## src/rtl/core/nsos_pkg.sv

```systemverilog
package nsos_pkg;

   // Configuration port geometry: five registers at 8-byte spacing.
   localparam int CSR_AW = 6;
   localparam int CSR_DW = 64;

   // Width of the forward match counter, which saturates at its top value.
   localparam int FWD_CNT_W = 5;

   typedef struct packed {
      logic [7:0] text_byte;
      logic       last_byte;
   } req_type;

   typedef struct packed {
      logic        found;
      logic [15:0] match_start;
   } rsp_type;

   typedef struct packed {
      logic [63:0] pattern_bytes;
      logic [3:0]  pattern_length;
      logic [4:0]  occurrence;
      logic [16:0] scan_limit;
      logic        direction;
   } cfg_type;

   typedef enum logic [2:0] {
      REG_PATTERN_BYTES  = 3'd0,
      REG_PATTERN_LENGTH = 3'd1,
      REG_OCCURRENCE     = 3'd2,
      REG_SCAN_LIMIT     = 3'd3,
      REG_DIRECTION      = 3'd4
   } reg_index_type;

   // Control handed from the scan stage to the result stage.
   typedef struct packed {
      logic valid;
      logic direction;
      logic fwd_found;
      logic ring_ok;
   } fin_type;

endpackage

```

## src/rtl/core/nsos_csr.sv

```systemverilog
module nsos_csr
   import nsos_pkg::*;
(
   input  logic              clock,
   input  logic              reset,
   input  logic              psel,
   input  logic              penable,
   input  logic              pwrite,
   input  logic [CSR_AW-1:0] paddr,
   input  logic [CSR_DW-1:0] pwdata,
   output logic [CSR_DW-1:0] prdata,
   output logic              pready,
   output cfg_type           cfg
);

   cfg_type       cfg_ff;
   cfg_type       cfg_in;
   reg_index_type reg_index;
   logic          wr_en;

   assign reg_index = reg_index_type'(paddr[CSR_AW-1:3]);
   assign wr_en     = psel && penable && pwrite;
   assign pready    = 1'b1;
   assign cfg       = cfg_ff;

   always_comb begin
      cfg_in = cfg_ff;
      if (wr_en) begin
         unique case (reg_index)
            REG_PATTERN_BYTES:  cfg_in.pattern_bytes  = pwdata;
            REG_PATTERN_LENGTH: cfg_in.pattern_length = pwdata[3:0];
            REG_OCCURRENCE:     cfg_in.occurrence     = pwdata[4:0];
            REG_SCAN_LIMIT:     cfg_in.scan_limit     = pwdata[16:0];
            REG_DIRECTION:      cfg_in.direction      = pwdata[0];
            default: ;
         endcase
      end
   end

   always_comb begin
      unique case (reg_index)
         REG_PATTERN_BYTES:  prdata = cfg_ff.pattern_bytes;
         REG_PATTERN_LENGTH: prdata = CSR_DW'(cfg_ff.pattern_length);
         REG_OCCURRENCE:     prdata = CSR_DW'(cfg_ff.occurrence);
         REG_SCAN_LIMIT:     prdata = CSR_DW'(cfg_ff.scan_limit);
         REG_DIRECTION:      prdata = CSR_DW'(cfg_ff.direction);
         default:            prdata = '0;
      endcase
   end

   always_ff @(posedge clock) begin
      if (reset) begin
         cfg_ff.pattern_bytes  <= '0;
         cfg_ff.pattern_length <= 4'd1;
         cfg_ff.occurrence     <= 5'd1;
         cfg_ff.scan_limit     <= 17'h10000;
         cfg_ff.direction      <= 1'b0;
      end else begin
         cfg_ff <= cfg_in;
      end
   end

endmodule

```

## src/rtl/core/nsos_scan.sv

```systemverilog
module nsos_scan
   import nsos_pkg::*;
#(
   parameter int MAX_PATTERN    = 8,
   parameter int MAX_TEXT       = 65536,
   parameter int MAX_OCCURRENCE = 16
) (
   input  logic                        clock,
   input  logic                        reset,
   input  logic                        req_valid,
   output logic                        req_ready,
   input  req_type                     req_data,
   input  cfg_type                     cfg,
   input  logic                        fin_take,
   output fin_type                     fin,
   output logic [$clog2(MAX_TEXT)-1:0] fin_end,
   output logic [$clog2(MAX_TEXT)-1:0] fin_pos,
   output logic [$clog2(MAX_TEXT)-1:0] fin_fwd_start,
   output logic [3:0]                  fin_plen
);

   localparam int PW = $clog2(MAX_TEXT);
   localparam int RW = (MAX_OCCURRENCE > 1) ? $clog2(MAX_OCCURRENCE) : 1;
   localparam int FW = $clog2(MAX_OCCURRENCE + 1);
   localparam int HW = (MAX_PATTERN > 1) ? (MAX_PATTERN - 1) * 8 : 8;
   localparam int WW = MAX_PATTERN * 8;
   localparam int CW = ((PW > 17) ? PW : 17) + 1;
   localparam int AW = ((RW > 5) ? RW : 5) + 1;

   // Input register.
   logic    s1_valid_ff, s1_valid_in;
   req_type s1_data_ff;

   // Per-text state.
   logic [HW-1:0]        hist_ff, hist_in;
   logic [PW-1:0]        pos_ff, pos_in;
   logic [FWD_CNT_W-1:0] cnt_ff, cnt_in;
   logic                 fwd_valid_ff, fwd_valid_in;
   logic [PW-1:0]        fwd_pos_ff, fwd_pos_in;
   logic [RW-1:0]        wp_ff, wp_in;
   logic [FW-1:0]        fill_ff, fill_in;

   // Ring of recent match end positions; read once per text.
   logic [PW-1:0] ring_mem [MAX_OCCURRENCE];
   logic [PW-1:0] rdata_ff;

   // Second stage, holding a finished text until the result stage takes it.
   logic          s2_valid_ff, s2_valid_in;
   logic          s2_dir_ff;
   logic          s2_fwd_found_ff;
   logic          s2_ring_ok_ff;
   logic          s2_bypass_ff;
   logic [PW-1:0] s2_pos_ff;
   logic [PW-1:0] s2_fwd_start_ff;
   logic [3:0]    s2_plen_ff;

   logic          s1_go, s1_fin, s2_free;
   logic [3:0]    plen_eff;
   logic [WW-1:0] window;
   logic          win_ok, long_enough, hit;
   logic [PW-1:0] fwd_s;
   logic          fwd_in_limit, occ_ok;
   logic [RW-1:0] wp_next;
   logic [FW-1:0] fill_next;
   logic [AW-1:0] rd_a, rd_o, rd_d;
   logic [RW-1:0] rd_idx;
   logic          ring_ok;

   assign s2_free   = !s2_valid_ff || fin_take;
   assign s1_go     = s1_valid_ff && (!s1_data_ff.last_byte || s2_free);
   assign s1_fin    = s1_go && s1_data_ff.last_byte;
   assign req_ready = !s1_valid_ff || s1_go;

   always_comb begin
      if (cfg.pattern_length == 4'd0) begin
         plen_eff = 4'd1;
      end else if (int'(cfg.pattern_length) > MAX_PATTERN) begin
         plen_eff = 4'(MAX_PATTERN);
      end else begin
         plen_eff = cfg.pattern_length;
      end
   end

   // The current byte sits in the low byte of the window.
   assign window = WW'({hist_ff, s1_data_ff.text_byte});

   // Pattern byte k lines up with window byte plen-1-k.
   always_comb begin
      win_ok = 1'b1;
      for (int k = 0; k < MAX_PATTERN; k++) begin
         if (k < int'(plen_eff)) begin
            if (window[8 * (int'(plen_eff) - 1 - k) +: 8] != cfg.pattern_bytes[8 * k +: 8]) begin
               win_ok = 1'b0;
            end
         end
      end
   end

   assign long_enough  = (CW'(pos_ff) + CW'(1)) >= CW'(plen_eff);
   assign hit          = win_ok && long_enough;
   assign fwd_s        = pos_ff + PW'(1) - PW'(plen_eff);
   assign fwd_in_limit = CW'(fwd_s) < CW'(cfg.scan_limit);
   assign occ_ok       = (cfg.occurrence != 5'd0) && (int'(cfg.occurrence) <= MAX_OCCURRENCE);

   always_comb begin
      cnt_in       = cnt_ff;
      fwd_valid_in = fwd_valid_ff;
      fwd_pos_in   = fwd_pos_ff;
      if (hit && fwd_in_limit && !fwd_valid_ff) begin
         if (cnt_ff != {FWD_CNT_W{1'b1}}) begin
            cnt_in = cnt_ff + FWD_CNT_W'(1);
         end
         if (occ_ok && cnt_in == cfg.occurrence) begin
            fwd_valid_in = 1'b1;
            fwd_pos_in   = fwd_s;
         end
      end
   end

   always_comb begin
      wp_next   = wp_ff;
      fill_next = fill_ff;
      if (hit) begin
         wp_next = (int'(wp_ff) == MAX_OCCURRENCE - 1) ? '0 : wp_ff + RW'(1);
         if (int'(fill_ff) < MAX_OCCURRENCE) begin
            fill_next = fill_ff + FW'(1);
         end
      end
   end

   // Slot of the requested match, counted back from the newest one.
   assign rd_a    = AW'(wp_next);
   assign rd_o    = AW'(cfg.occurrence);
   assign rd_d    = (rd_a >= rd_o) ? rd_a - rd_o : rd_a + AW'(MAX_OCCURRENCE) - rd_o;
   assign rd_idx  = RW'(rd_d);
   assign ring_ok = occ_ok && (AW'(fill_next) >= rd_o);

   always_comb begin
      hist_in = hist_ff;
      if (MAX_PATTERN > 1) begin
         hist_in = HW'(window);
      end
   end

   assign pos_in = (int'(pos_ff) == MAX_TEXT - 1) ? '0 : pos_ff + PW'(1);

   assign s1_valid_in = (req_valid && req_ready) ? 1'b1 : (s1_go ? 1'b0 : s1_valid_ff);
   assign s2_valid_in = s1_fin ? 1'b1 : (fin_take ? 1'b0 : s2_valid_ff);

   always_ff @(posedge clock) begin
      if (reset) begin
         s1_valid_ff  <= 1'b0;
         s2_valid_ff  <= 1'b0;
         hist_ff      <= '0;
         pos_ff       <= '0;
         cnt_ff       <= '0;
         fwd_valid_ff <= 1'b0;
         fwd_pos_ff   <= '0;
         wp_ff        <= '0;
         fill_ff      <= '0;
      end else begin
         s1_valid_ff <= s1_valid_in;
         s2_valid_ff <= s2_valid_in;
         if (s1_fin) begin
            hist_ff      <= '0;
            pos_ff       <= '0;
            cnt_ff       <= '0;
            fwd_valid_ff <= 1'b0;
            fwd_pos_ff   <= '0;
            wp_ff        <= '0;
            fill_ff      <= '0;
         end else if (s1_go) begin
            hist_ff      <= hist_in;
            pos_ff       <= pos_in;
            cnt_ff       <= cnt_in;
            fwd_valid_ff <= fwd_valid_in;
            fwd_pos_ff   <= fwd_pos_in;
            wp_ff        <= wp_next;
            fill_ff      <= fill_next;
         end
      end
   end

   always_ff @(posedge clock) begin
      if (req_valid && req_ready) begin
         s1_data_ff <= req_data;
      end
      if (s1_fin) begin
         s2_dir_ff       <= cfg.direction;
         s2_fwd_found_ff <= fwd_valid_in;
         s2_fwd_start_ff <= fwd_pos_in;
         s2_ring_ok_ff   <= ring_ok;
         s2_bypass_ff    <= hit && (cfg.occurrence == 5'd1);
         s2_pos_ff       <= pos_ff;
         s2_plen_ff      <= plen_eff;
      end
   end

   // The first occurrence from the end, when the last byte itself completes a
   // match, is the slot written at this same edge, so it is taken from s2_pos_ff.
   always_ff @(posedge clock) begin
      if (s1_go && hit) begin
         ring_mem[wp_ff] <= pos_ff;
      end
      if (s1_fin) begin
         rdata_ff <= ring_mem[rd_idx];
      end
   end

   assign fin.valid     = s2_valid_ff;
   assign fin.direction = s2_dir_ff;
   assign fin.fwd_found = s2_fwd_found_ff;
   assign fin.ring_ok   = s2_ring_ok_ff;
   assign fin_end       = s2_bypass_ff ? s2_pos_ff : rdata_ff;
   assign fin_pos       = s2_pos_ff;
   assign fin_fwd_start = s2_fwd_start_ff;
   assign fin_plen      = s2_plen_ff;

   fill_bound_a: assert property (@(posedge clock) disable iff (reset)
      int'(fill_ff) <= MAX_OCCURRENCE)
      else $error("ring fill count beyond ring depth");

   ring_pointer_a: assert property (@(posedge clock) disable iff (reset)
      (int'(fill_ff) < MAX_OCCURRENCE) |-> (FW'(wp_ff) == fill_ff))
      else $error("ring write pointer out of step with fill count");

   text_clear_a: assert property (@(posedge clock) disable iff (reset)
      s1_fin |=> (fill_ff == '0 && pos_ff == '0 && !fwd_valid_ff && cnt_ff == '0))
      else $error("per-text state not cleared after the last word");

endmodule

```

## src/rtl/core/nsos_resolve.sv

```systemverilog
module nsos_resolve
   import nsos_pkg::*;
#(
   parameter int MAX_TEXT = 65536
) (
   input  logic                        clock,
   input  logic                        reset,
   input  fin_type                     fin,
   input  logic [$clog2(MAX_TEXT)-1:0] fin_end,
   input  logic [$clog2(MAX_TEXT)-1:0] fin_pos,
   input  logic [$clog2(MAX_TEXT)-1:0] fin_fwd_start,
   input  logic [3:0]                  fin_plen,
   input  logic [16:0]                 scan_limit,
   output logic                        fin_take,
   output logic                        rsp_valid,
   input  logic                        rsp_ready,
   output rsp_type                     rsp_data
);

   localparam int PW = $clog2(MAX_TEXT);
   localparam int CW = ((PW > 17) ? PW : 17) + 1;

   logic          rsp_valid_ff, rsp_valid_in;
   rsp_type       rsp_data_ff, rsp_data_in;
   logic          rev_found;
   logic [PW-1:0] rev_start;

   assign fin_take = !rsp_valid_ff || rsp_ready;

   // A match counts from the end when its last byte lies after total - limit.
   assign rev_found = fin.ring_ok &&
                      ((CW'(fin_end) + CW'(scan_limit)) > (CW'(fin_pos) + CW'(1)));
   assign rev_start = fin_end + PW'(1) - PW'(fin_plen);

   always_comb begin
      rsp_data_in = '0;
      if (fin.direction) begin
         if (rev_found) begin
            rsp_data_in.found       = 1'b1;
            rsp_data_in.match_start = 16'(rev_start);
         end
      end else if (fin.fwd_found) begin
         rsp_data_in.found       = 1'b1;
         rsp_data_in.match_start = 16'(fin_fwd_start);
      end
   end

   assign rsp_valid_in = (fin.valid && fin_take) ? 1'b1 : (rsp_ready ? 1'b0 : rsp_valid_ff);

   always_ff @(posedge clock) begin
      if (reset) begin
         rsp_valid_ff <= 1'b0;
      end else begin
         rsp_valid_ff <= rsp_valid_in;
      end
   end

   always_ff @(posedge clock) begin
      if (fin.valid && fin_take) begin
         rsp_data_ff <= rsp_data_in;
      end
   end

   assign rsp_valid = rsp_valid_ff;
   assign rsp_data  = rsp_data_ff;

   not_found_zero_a: assert property (@(posedge clock) disable iff (reset)
      (rsp_valid_ff && !rsp_data_ff.found) |-> (rsp_data_ff.match_start == 16'd0))
      else $error("result word without a match carries a nonzero start");

   fin_hold_a: assert property (@(posedge clock) disable iff (reset)
      (fin.valid && !fin_take) |=> fin.valid)
      else $error("finished text dropped while the result register was full");

endmodule

```

## src/rtl/core/nth_substring_occurrence_search.sv

```systemverilog
// Channel   Direction  Handshake             Word
// req       in         req_valid/req_ready   req_data: text_byte, last_byte
// rsp       out        rsp_valid/rsp_ready   rsp_data: found, match_start
// csr       in         psel/penable/pready   paddr, pwdata, prdata (64-bit registers)
//
// One text byte is taken every cycle unless a last byte waits on a full second
// stage; the window compare, the match counters and the ring write all finish in
// the cycle a byte leaves the input register. A finished text goes on to the ring
// memory read in the second stage and the end-of-text decision in the result register.
// Synchronous reset clears all per-text state and the handshakes; the ring needs
// no clearing pass because a fill count guards it.
// A stalled result register holds the finished text in the second stage and then
// the input register, and only then drops req_ready.
module nth_substring_occurrence_search
   import nsos_pkg::*;
#(
   parameter int MAX_PATTERN    = 8,
   parameter int MAX_TEXT       = 65536,
   parameter int MAX_OCCURRENCE = 16
) (
   input  logic              clock,
   input  logic              reset,
   input  logic              req_valid,
   output logic              req_ready,
   input  req_type           req_data,
   output logic              rsp_valid,
   input  logic              rsp_ready,
   output rsp_type           rsp_data,
   input  logic              psel,
   input  logic              penable,
   input  logic              pwrite,
   input  logic [CSR_AW-1:0] paddr,
   input  logic [CSR_DW-1:0] pwdata,
   output logic [CSR_DW-1:0] prdata,
   output logic              pready
);

   localparam int PW = $clog2(MAX_TEXT);

   cfg_type       cfg;
   fin_type       fin;
   logic          fin_take;
   logic [PW-1:0] fin_end;
   logic [PW-1:0] fin_pos;
   logic [PW-1:0] fin_fwd_start;
   logic [3:0]    fin_plen;

   nsos_csr u_csr (
      .clock   (clock),
      .reset   (reset),
      .psel    (psel),
      .penable (penable),
      .pwrite  (pwrite),
      .paddr   (paddr),
      .pwdata  (pwdata),
      .prdata  (prdata),
      .pready  (pready),
      .cfg     (cfg)
   );

   nsos_scan #(
      .MAX_PATTERN    (MAX_PATTERN),
      .MAX_TEXT       (MAX_TEXT),
      .MAX_OCCURRENCE (MAX_OCCURRENCE)
   ) u_scan (
      .clock         (clock),
      .reset         (reset),
      .req_valid     (req_valid),
      .req_ready     (req_ready),
      .req_data      (req_data),
      .cfg           (cfg),
      .fin_take      (fin_take),
      .fin           (fin),
      .fin_end       (fin_end),
      .fin_pos       (fin_pos),
      .fin_fwd_start (fin_fwd_start),
      .fin_plen      (fin_plen)
   );

   nsos_resolve #(
      .MAX_TEXT (MAX_TEXT)
   ) u_resolve (
      .clock         (clock),
      .reset         (reset),
      .fin           (fin),
      .fin_end       (fin_end),
      .fin_pos       (fin_pos),
      .fin_fwd_start (fin_fwd_start),
      .fin_plen      (fin_plen),
      .scan_limit    (cfg.scan_limit),
      .fin_take      (fin_take),
      .rsp_valid     (rsp_valid),
      .rsp_ready     (rsp_ready),
      .rsp_data      (rsp_data)
   );

endmodule

```

## config.mk

```make
export PLATFORM = sky130hd
export DESIGN_NAME = nth_substring_occurrence_search
export DESIGN_NICKNAME = d
export VERILOG_FILES = /design/src/rtl/core/nsos_pkg.sv /design/src/rtl/core/nsos_csr.sv /design/src/rtl/core/nsos_scan.sv /design/src/rtl/core/nsos_resolve.sv /design/src/rtl/core/nth_substring_occurrence_search.sv
export SDC_FILE = /design/constraint.sdc
export NUM_CORES = 1
export LEC_CHECK = 0
export BUFFER_PORTS_ARGS = -buffer_cell sky130_fd_sc_hd__buf_2
export CORE_MARGIN = 2
export CORE_UTILIZATION = 56
export DETAILED_ROUTE_END_ITERATION = 12
export PLACE_DENSITY = 0.86
export SLEW_MARGIN = 30
export SYNTH_ARGS = -nofsm -noshare
export SYNTH_HDL_FRONTEND = slang
export SYNTH_SLANG_ARGS = --single-unit
```

## constraint.sdc

```tcl
create_clock -name clock -period 7.8 [get_ports clock]
set_clock_uncertainty 0.05 [all_clocks]
set_input_delay 1.95 -clock clock [delete_from_list [all_inputs] [get_ports clock]]
set_output_delay 1.95 -clock clock [all_outputs]
set_load 0.02 [all_outputs]
```

**Word level (Yosys, flattened, before mapping)**

Memory sizes are Yosys's and may differ from the RTL's. A register that Yosys moved wholly into a read port is not among the register bits.
Cells that the tools add are included.

- Bits in registers: 263
- Bits in writable memories: 256
- Bits of input ports: 86
- Logic and storage cells: 169
- Memories kept: 1

- Order comparisons: 16
- Equal/unequal tests: 17
- Multiplexer cells: 43
- Reduce and logical (&&, ||, !) cells: 37
- Shift-type cells: 8
- Add/sub/neg operators: 21

Memories:

| name | words | width | rd ports | clocked after Yosys merged registers in | wr ports | line | source |
|---|---|---|---|---|---|---|---|
| u_scan.ring_mem | 16 | 16 | 1 | 1 | 1 | nsos_scan.sv:44 | `logic [PW-1:0] ring_mem [MAX_OCCURRENCE];` |

Operators by type and width:

| kind | number |
|---|---|
| $shiftx A64 B32 Y8 | 8 |
| $pmux W64 S5 | 1 |
| $sub A29 B4 Y29 const B | 4 |
| $mux W16 | 4 |
| $ne A8 B8 Y1 | 8 |
| $sub A29 B3 Y29 const B | 2 |
| $mux W17 | 3 |
| $add A16 B1 Y17 const B | 2 |
| $add A16 B1 Y16 const B | 2 |
| $sub A16 B4 Y16 | 2 |
| $sub A29 B2 Y29 const B | 1 |
| $mux W1 | 26 |
| $mux W4 | 5 |
| $mux W5 | 4 |
| $add A16 B17 Y18 | 1 |
| $ge A18 B4 Y1 | 1 |
| $gt A18 B18 Y1 | 1 |
| $lt A16 B17 Y1 | 1 |
| $eq A16 B1 Y1 const B | 1 |
| $lt A3 B4 Y1 const A | 4 |
| $logic_and A1 B1 Y1 | 15 |
| $reduce_and A2 Y1 | 6 |
| $add A5 B1 Y5 const B | 2 |
| $add A4 B1 Y4 const B | 2 |
| 23 further kinds | 36 |

**Longest topological paths before layout**

Gate-level depths: netlist of the first run.

- Depth in word-level cells: 30
- Depth in mapped cells: 39

**By module**

A second synthesis of the first run with hierarchy kept.

- Cells, all modules: 2578
- Area, all modules: 29388.2 um^2

By module, submodules not included:

| module | cells each | times used | area an instance (um^2) |
|---|---|---|---|
| nsos_scan | 1786 | 1 | 22004.9 |
| nsos_csr | 462 | 1 | 4540.6 |
| nsos_resolve | 330 | 1 | 2842.7 |

**Worst setup path before layout of the first run**

No wires, ideal clock.

- Kind: reg2reg
- Start point: register u_csr.cfg_ff, in the netlist u_csr.cfg[24]
- End point: register u_scan.rdata_ff[1], read port of u_scan.ring_mem, data pin
- Data required time: 7467 ps
- Stages on the path, launching flop included: 36
- Period minus slack after synthesis: 8554 ps
- Setup slack: -754 ps
- Arrival time: 8221 ps
- Setup time: 283 ps
- Cell sequence: dfxtp_1 buf_2 o21ba_4 nor2_4 buf_2 buf_1 ha_1 buf_1 inv_1 clkbuf_1 ha_1 nor2_1 a211oi_1 o22ai_1 or4_1 or4_1 or4_4 nor2_2 a41oi_2 nor3_1 clkbuf_1 nor2_1 a21oi_1 inv_1 ha_1 nor2b_1 o21ai_0 nand2b_1 xnor2_1 or3_1 nor4_1 nor4b_1 o2111ai_1 buf_2 mux2i_1 mux2i_1

- Word-level cells in the longest chain between the ends: 27
- Elaborated cells between the ends (all ways): 60

Ends and longest elaborated chain:

| element | line | source |
|---|---|---|
| start, declared | nsos_csr.sv:16 | `cfg_type cfg_ff;` |
| start signal, assigned | nsos_csr.sv:59 | `cfg_ff <= cfg_in;` |
| $gt A4 B4 Y1 | nsos_scan.sv:77 | `end else if (int'(cfg.pattern_length) > MAX_PATTERN) begin` |
| $mux W4 | nsos_scan.sv:77 |  |
| $mux W4 * | nsos_scan.sv:75 | `if (cfg.pattern_length == 4'd0) begin` |
| named net u_scan.plen_eff[0] | nsos_scan.sv:58 | `logic [3:0] plen_eff;` |
| parallel branches: the longest is 19 deep, another holds $sub A29 B2 Y29 | n/a |  |
| $logic_and A1 B1 Y1 * | nsos_scan.sv:100 | `assign hit = win_ok && long_enough;` |
| $mux W4 * | nsos_scan.sv:123 | `if (hit) begin` |
| named net u_scan.wp_next[1] | nsos_scan.sv:63 | `logic [RW-1:0] wp_next;` |
| $add A4 B1 Y4 | nsos_scan.sv:134 | `assign rd_d = (rd_a >= rd_o) ? rd_a - rd_o : rd_a + AW'(MAX_OCCURRENCE) - rd_o;` |
| $sub A4 B4 Y4 | nsos_scan.sv:134 |  |
| $mux W4 * | nsos_scan.sv:134 |  |
| end, declared | nsos_scan.sv:45 | `logic [PW-1:0] rdata_ff;` |

Mark *: on every way through the listed nets, which the timed path passes.
A chain may end at the register's enable or synchronous reset.

**Final worst setup path of the first run**

- Start point: register u_csr.cfg_ff, in the netlist u_csr.cfg[24]
- End point: register u_scan.rdata_ff[15], read port of u_scan.ring_mem, data pin

- Word-level cells in the longest chain between the ends: 27
- Elaborated cells between the ends (all ways): 60

Ends and longest elaborated chain:

| element | line |
|---|---|
| $gt A4 B4 Y1 | nsos_scan.sv:77 |
| $mux W4 | nsos_scan.sv:77 |
| $mux W4 * | nsos_scan.sv:75 |
| parallel branches: the longest is 19 deep, another holds $sub A29 B2 Y29 | n/a |
| $logic_and A1 B1 Y1 * | nsos_scan.sv:100 |
| $mux W4 * | nsos_scan.sv:123 |
| named net u_scan.wp_next[1] | nsos_scan.sv:63 |
| $add A4 B1 Y4 | nsos_scan.sv:134 |
| $sub A4 B4 Y4 | nsos_scan.sv:134 |
| $mux W4 * | nsos_scan.sv:134 |

Marks and branches as above.

==> impl_metrics.toml, run 1 <==
[synth]
post_synth.cell_area_avg_um2 = 11.0
synth.ff_latch_count = 535
synth-edff-count = 338
syn_area_mm2 = 0.0285
synth_cell_types = 88
synth_top_cells_by_area = "edfxtp_1, dfxtp_1, mux4_2"
synth_area_leader_cell = "edfxtp_1"
syn_inst = 2589
synthArstFlopShare = 0
yosysTopAreaCellShare = 0.356
synth-main-ff-cell = "edfxtp_1"
ys_warn_count = 0
ys_seq_area_frac = 0.495

[routing]
vias = 22700
dr.first_iter.drc_count = 2798
drcViolationCount = 0
dr.pass1.iters = 9
wl_per_cell_um = 25.0
ant_nets = 0
routed_wl_um = 87300
viasPerCell = 6.50

[worst_setup_path]
regToRegSetupSlack_ns = 0.23
end_kind = "register"
crit_fanout = 14
r2r_start = "u_csr.cfg[24]$_SDFFE_PP0P_"
max_stage_delay_ns = 0.60
critPathKind = "register to register"
critPathTopFamily = "simple AND/OR/NAND/NOR gates"
start_kind = "register"
rr_worst_depth = 32
cp_data_required_time_ns = 8.11
crit_buf_inv = 6
worst-endpoint-arrival_ns = 7.88
timing.rr.end = "u_scan.rdata_ff[15]$_DFFE_PP_"
worst_path_max_delay_cell = "or4_4"

[power]
worst_ir_drop_vdd_mv = 0.192
swShare = 0.231
p_int_mw = 4.73
power.density_mw_per_mm2 = 190
p_switching_mw = 1.42
seqPwrFrac = 0.492
p_comb_frac = 0.065
total_power_mw = 6.16
clock_power_share = 0.444
leakagePower_nw = 12.2

[timing]
max_freq_mhz = 132
tightest_slew_ns = 1.02
slew_violations = 0
relSlewSlack = 0.316
period_minus_slack_ns = 7.57
finalHoldViolCount = 0
tns_ns = 0
rsz0062_at_grt = "false"
post-route-period-util = 0.971
setup_viol = 0

[floorplan]
core_area_mm2 = 0.0502
die-area_mm2 = 0.0527
pin_count = 170
die_h_um = 230
die_x_um = 230
fp-row-count = 82
start_util = 0.568

[global_route]
grtUsageTotal = 0.328
grt_pass1_vias = 21600
grt.met2_usage = 0.504
busiest_layer = "met2"
use_met3 = 0.0707
grt_util_met1 = 0.458
grt_pass1_wl_um = 132000
grt_max_degree = 65
overflow = 0
antenna_found_initial = 4

[layout]
drive_above_1_share = 0.194
syn_to_final_growth_pct = 14.0
fillCellCount = 3626
fin_area_mm2 = 0.0325
stdcell_count = 3487
final_nets = 2957

[cts]
cts_tree = "built"
clk_latency_ns = 0.64
cts.sinks = 535
cts_max_path_buffers = 3
root_buffer = "clkbuf_16"
hold_buffers = 0
clkTransAtPathRegs_ns = 0.07
htree_levels = 2
numCtsBuffers = 53

[placement]
dp_hpwl_um = 59200
placed_cell_area_mm2 = 0.0304
dp.cells = 3372
portBuffers = 165
place_congestion = 0.981

[hold_path]
hold_start = "u_scan.fwd_pos_ff[0]$_SDFFE_PP0P_"
hold_class = "register to register"
worstHoldEndpoint = "u_scan.fwd_pos_ff[0]$_SDFFE_PP0P_"
min_path_cells = 2

[status]
status = "finished clean"

[run]
maxCapViolCount = 0
## timing repair
action / in CTS / in global routing
endpoints found under the setup margin: 1 / 16
setup buffers: 0 / 14
gates resized for setup: 2 / 13
pin swaps: 0 / 4
## state kept, by name, summed over array words and instances (netlist names), 8 cells and up
| signal | cells |
|---|---|
| u_scan.fin_pos | 16 |
| u_scan.fwd_pos_ff | 16 |
| u_csr.cfg | 91 |
| u_scan.hist_ff | 56 |
| u_scan.ring_mem | 256 |
| u_resolve.rsp_data | 17 |
| u_scan.fin_fwd_start | 16 |
| u_scan.hist_in | 8 |
| u_scan.rdata_ff | 16 |
| u_scan.pos_ff | 16 |
## power groups by stage
stage / registers (mW) / clock network [mW] / logic (mW)
after floorplan: 3.08 / 0 / 0.250
after global placement: 3.09 / 0 / 0.367
after detailed placement: 3.09 / 0 / 0.379
after CTS: 3.03 / 2.75 / 0.386
after global routing: 3.03 / 2.85 / 0.426
final: 3.03 / 2.73 / 0.397
## worst max path at each step
stage                               start                       endpoint  slack (ns)  depth (start not counted)
2_1_floorplan  u_csr.cfg[24]$_SDFFE_PP0P_   u_scan.rdata_ff[1]$_DFFE_PP_        0.04                         37
3_3_place_gp   u_csr.cfg[24]$_SDFFE_PP0P_  u_scan.rdata_ff[12]$_DFFE_PP_        0.40                         32
3_5_place_dp   u_csr.cfg[24]$_SDFFE_PP0P_   u_scan.rdata_ff[7]$_DFFE_PP_        0.14                         32
4_1_cts        u_csr.cfg[24]$_SDFFE_PP0P_  u_scan.rdata_ff[15]$_DFFE_PP_        0.04                         32
5_1_grt        u_csr.cfg[24]$_SDFFE_PP0P_   u_scan.rdata_ff[2]$_DFFE_PP_        0.03                         35
6_report       u_csr.cfg[24]$_SDFFE_PP0P_  u_scan.rdata_ff[15]$_DFFE_PP_        0.23                         32
## cell type report
type	count	area, um2	share of cell area
antenna	2	5.00	0.000154
clock buffer	65	1410	0.0435
inverter	92	350	0.0108
sequential	535	14100	0.434
tap	672	841	0.0259
multi-input combinational	1814	13600	0.419
clock inverter	34	450	0.0139
timing repair buffer	273	1720	0.0529
## worst reg2reg max path, delay by kind of cell, from the launching register on
family	cells	cell delay, ns
AND/OR/NAND/NOR	11	2.77
AO/OA/AOI/OAI	9	1.70
buffers and inverters	6	0.96
adder cells (fa/ha/maj)	3	0.71
multiplexers	2	0.43
flip-flops	1	0.35
XOR/XNOR	1	0.30
## synth_stat cells, drive strengths merged (12+ instances only)
cell and instances:
a21oi 248, a22o 29, nor3 31, and2 70, edfxtp 338, nor2 125, dfxtp 197, o21a 12
mux2i 124, xor2 39, nand2 371, ha 98, mux2 26, inv 90, nand2b 19, o21ai 58
a21o 16, buf 39, nand3 63, a22oi 19, nand4 18, nor2b 18, nor4 14, xnor2 87
mux4 105, o21bai 25, clkbuf 112, and3 19
## per-layer routing
layer	vias up	share of wire
li1	9875	-
met1	11100	0.40
met2	1424	0.45
met3	236	0.11
met4	0	0.041
met5	-	0
## stage by stage
step                hold WS, ns  setup slack, ns  utilization
finish                    0.434            0.230        0.647
global route              0.455           0.0293        0.647
global placement          0.393            0.398        0.606
detailed placement        0.424            0.145        0.606
floorplan                 0.373           0.0412            -
CTS                       0.433           0.0433        0.644
## cell families after synthesis
logic type | count (synthesis) | synth area share
AO/OA/AOI/OAI | 516 | 0.114
XOR/XNOR | 128 | 0.0406
adder cells (fa/ha/maj) | 102 | 0.0458
buffers and inverters | 243 | 0.0339
flip-flops | 535 | 0.495
multiplexers | 255 | 0.137
other | 1 | 0.000132
AND/OR/NAND/NOR | 809 | 0.134
## cells in the final DEF, fill, tap and decap left out, types with 24 or more instances in the layout
cell	instances
buf_2	165
o21ai_0	57
mux4_2	105
mux2_2	24
clkbuf_16	53
edfxtp_1	338
buf_4	100
ha_1	95
a21oi_1	247
nor3_1	25
o21bai_1	25
nand2_1	369
xor2_1	39
inv_1	87
nand3_1	63
nor2_1	122
a22o_1	29
mux2i_1	123
dfxtp_1	194
and2_1	67
xnor2_1	84
Note: power is estimated with default switching activity, not from simulation.
==> inputs of run 2 (changes only) <==
--- a/config.mk
+++ b/config.mk
@@ -6,8 +6,10 @@
 export NUM_CORES = 1
 export LEC_CHECK = 0
 export BUFFER_PORTS_ARGS = -buffer_cell sky130_fd_sc_hd__buf_2
+export CELL_PAD_IN_SITES_DETAIL_PLACEMENT = 1
+export CELL_PAD_IN_SITES_GLOBAL_PLACEMENT = 1
 export CORE_MARGIN = 2
-export CORE_UTILIZATION = 56
+export CORE_UTILIZATION = 45
 export DETAILED_ROUTE_END_ITERATION = 12
 export PLACE_DENSITY = 0.86
 export SLEW_MARGIN = 30
==> constraint.sdc (replaced) <==
create_clock -name clock -period 6.15 [get_ports clock]
set_clock_uncertainty 0.05 [all_clocks]
set_input_delay 1.5375 -clock clock [delete_from_list [all_inputs] [get_ports clock]]
set_output_delay 1.5375 -clock clock [all_outputs]
set_load 0.02 [all_outputs]
==> impl_metrics.toml, run 2 (synthesized netlist as in run 1, its figures left out) <==
[layout]
regMostFlops = "u_scan.ring_mem"
largest_reg_flops = 256
drive_above_1_share = 0.262
layout_commonest_cell = "nand2_1"
fin_area_mm2 = 0.0346
final_nets = 3116
stdcell_count = 3814
layout_common_cells = "nand2_1, edfxtp_1, buf_4, a21oi_1, dfxtp_1"
syn_to_final_growth_pct = 21.3

[timing]
post-route-period-util = 1.19
setup_viol = 17
tightest_slew_ns = 0.988
fin_ws_ns = -1.15
slew_violations = 0
fin_hold_ws_ns = 0.443
period_minus_slack_ns = 7.30
rsz0062_at_grt = "true"
relSlewSlack = 0.341
max_freq_mhz = 137
finalHoldViolCount = 0

[routing]
vias = 24700
viasPerCell = 6.46
dr.first_iter.drc_count = 2943
ant_nets = 0
dr.pass1.iters = 6
drcViolationCount = 0
routed_wl_um = 114000
wl_per_cell_um = 29.9

[placement]
portBuffers = 165
place_congestion = 0.960
placed_cell_area_mm2 = 0.0320
dp.cells = 3692
dp_slack_ns = -1.20
dp_hpwl_um = 72800

[floorplan]
fp-row-count = 92
core_area_mm2 = 0.0629
die-area_mm2 = 0.0653
pin_count = 170
die_h_um = 256
die_x_um = 256
start_util = 0.453

[worst_setup_path]
crit_fanout = 16
worst_path_max_delay_cell = "or4_1"
max_stage_delay_ns = 0.51
critPathKind = "register to register"
crit_buf_inv = 7
end_kind = "register"
worst-endpoint-arrival_ns = 7.67
critPathTopFamily = "simple AND/OR/NAND/NOR gates"
cp_data_required_time_ns = 6.52
start_kind = "register"

[power]
clock_power_share = 0.431
seqPwrFrac = 0.492
p_switching_mw = 1.96
p_comb_frac = 0.078
worst_ir_drop_vdd_mv = 0.230
power.density_mw_per_mm2 = 226
leakagePower_nw = 13.1
swShare = 0.251
p_int_mw = 5.85

[global_route]
grt_max_degree = 71
antenna_found_initial = 3
grt.met2_usage = 0.538
grt_util_met1 = 0.431
overflow = 0
grtUsageTotal = 0.332
use_met3 = 0.0710
grt_pass1_wl_um = 165000
busiest_layer = "met2"
grt_pass1_vias = 25300

[cts]
numCtsBuffers = 55
htree_levels = 2
clk_latency_ns = 0.68
cts_max_path_buffers = 3
cts_tree = "built"
cts.sinks = 535
root_buffer = "clkbuf_16"
hold_buffers = 0
clkTransAtPathRegs_ns = 0.08

[status]
violations = "setup timing"
status = "finished with violations"

[run]
maxCapViolCount = 0

[hold_path]
hold_class = "register to register"
run 2: changes by cell type in the layout (fill, tap and decap cells not counted), sizes merged:
cell	delta
buf	+157
bufinv	-6
clkbuf	+9
clkinv	-6
clkinvlp	+1
diode	-1
inv	-1
run 2: repair_timing:
item | 4_1_cts | 5_1_grt
cloned | 0 | 0
pin swaps | 8 | 7
setup endpoints to repair | 18 | 67
buffers inserted | 15 | 11
resized for setup | 62 | 64
run 2: final timing paths:
path                                           from                                end  slack [ns]  depth (start not counted)
setup / recovery         u_csr.cfg[24]$_SDFFE_PP0P_       u_scan.rdata_ff[1]$_DFFE_PP_       -1.15                         30
setup reg to reg         u_csr.cfg[24]$_SDFFE_PP0P_       u_scan.rdata_ff[1]$_DFFE_PP_       -1.15                         30
hold reg to reg   u_scan.fwd_pos_ff[1]$_SDFFE_PP0P_  u_scan.fwd_pos_ff[1]$_SDFFE_PP0P_        0.44                          2
hold / removal    u_scan.fwd_pos_ff[1]$_SDFFE_PP0P_  u_scan.fwd_pos_ff[1]$_SDFFE_PP0P_        0.44                          2
run 2: worst reg2reg max path, delay by kind of cell (launching register included):
kind	cells	cell delay, ns
AOI/OAI and AO/OA	9	2.17
and+or+nand+nor	10	2.43
adders and majority gates	1	0.22
buffers and inverters	7	1.08
muxes	2	0.61
xor gates and xnor gates	1	0.16
DFF	1	0.37
run 2: final cells by class:
type                       instances  area (um2)
fill                            6690       28300
sequential                       535       14100
clock buffer                      74        1490
clock inverter                    22         240
antenna                            1        2.50
tap                              846        1060
inverter                          92         357
multi-input combinational       1814       14200
timing repair buffer             430        3090
run 2: routing by layer:
layer | share of wire | routed length [um] | vias to the layer above
met1 | 0.39 | 44000 | 12400
met4 | 0.050 | 5700 | 6
met5 | 0.00035 | 40 | -
met3 | 0.097 | 11000 | 418
li1 | - | - | 10200
met2 | 0.47 | 53200 | 1642
run 2: power groups by stage:
stage	Combinational (mW)	Clock, mW	Sequential [mW]
2_1_floorplan	0.328	0	3.90
3_3_place_gp	0.512	0	3.91
3_5_place_dp	0.539	0	3.91
4_1_cts	0.570	3.31	3.84
5_1_grt	0.638	3.49	3.84
6_report	0.607	3.36	3.84
run 2: through the flow:
| stage | setup TNS (ns) | power, mW | utilization |
|---|---|---|---|
| after floorplan | -13.86 | 4.23 | - |
| after global placement | -11.38 | 4.42 | 0.510 |
| after detailed placement | -17.94 | 4.45 | 0.510 |
| after CTS | -11.09 | 7.71 | 0.544 |
| after global routing | -16.28 | 7.97 | 0.550 |
| final | -15.13 | 7.81 | 0.550 |
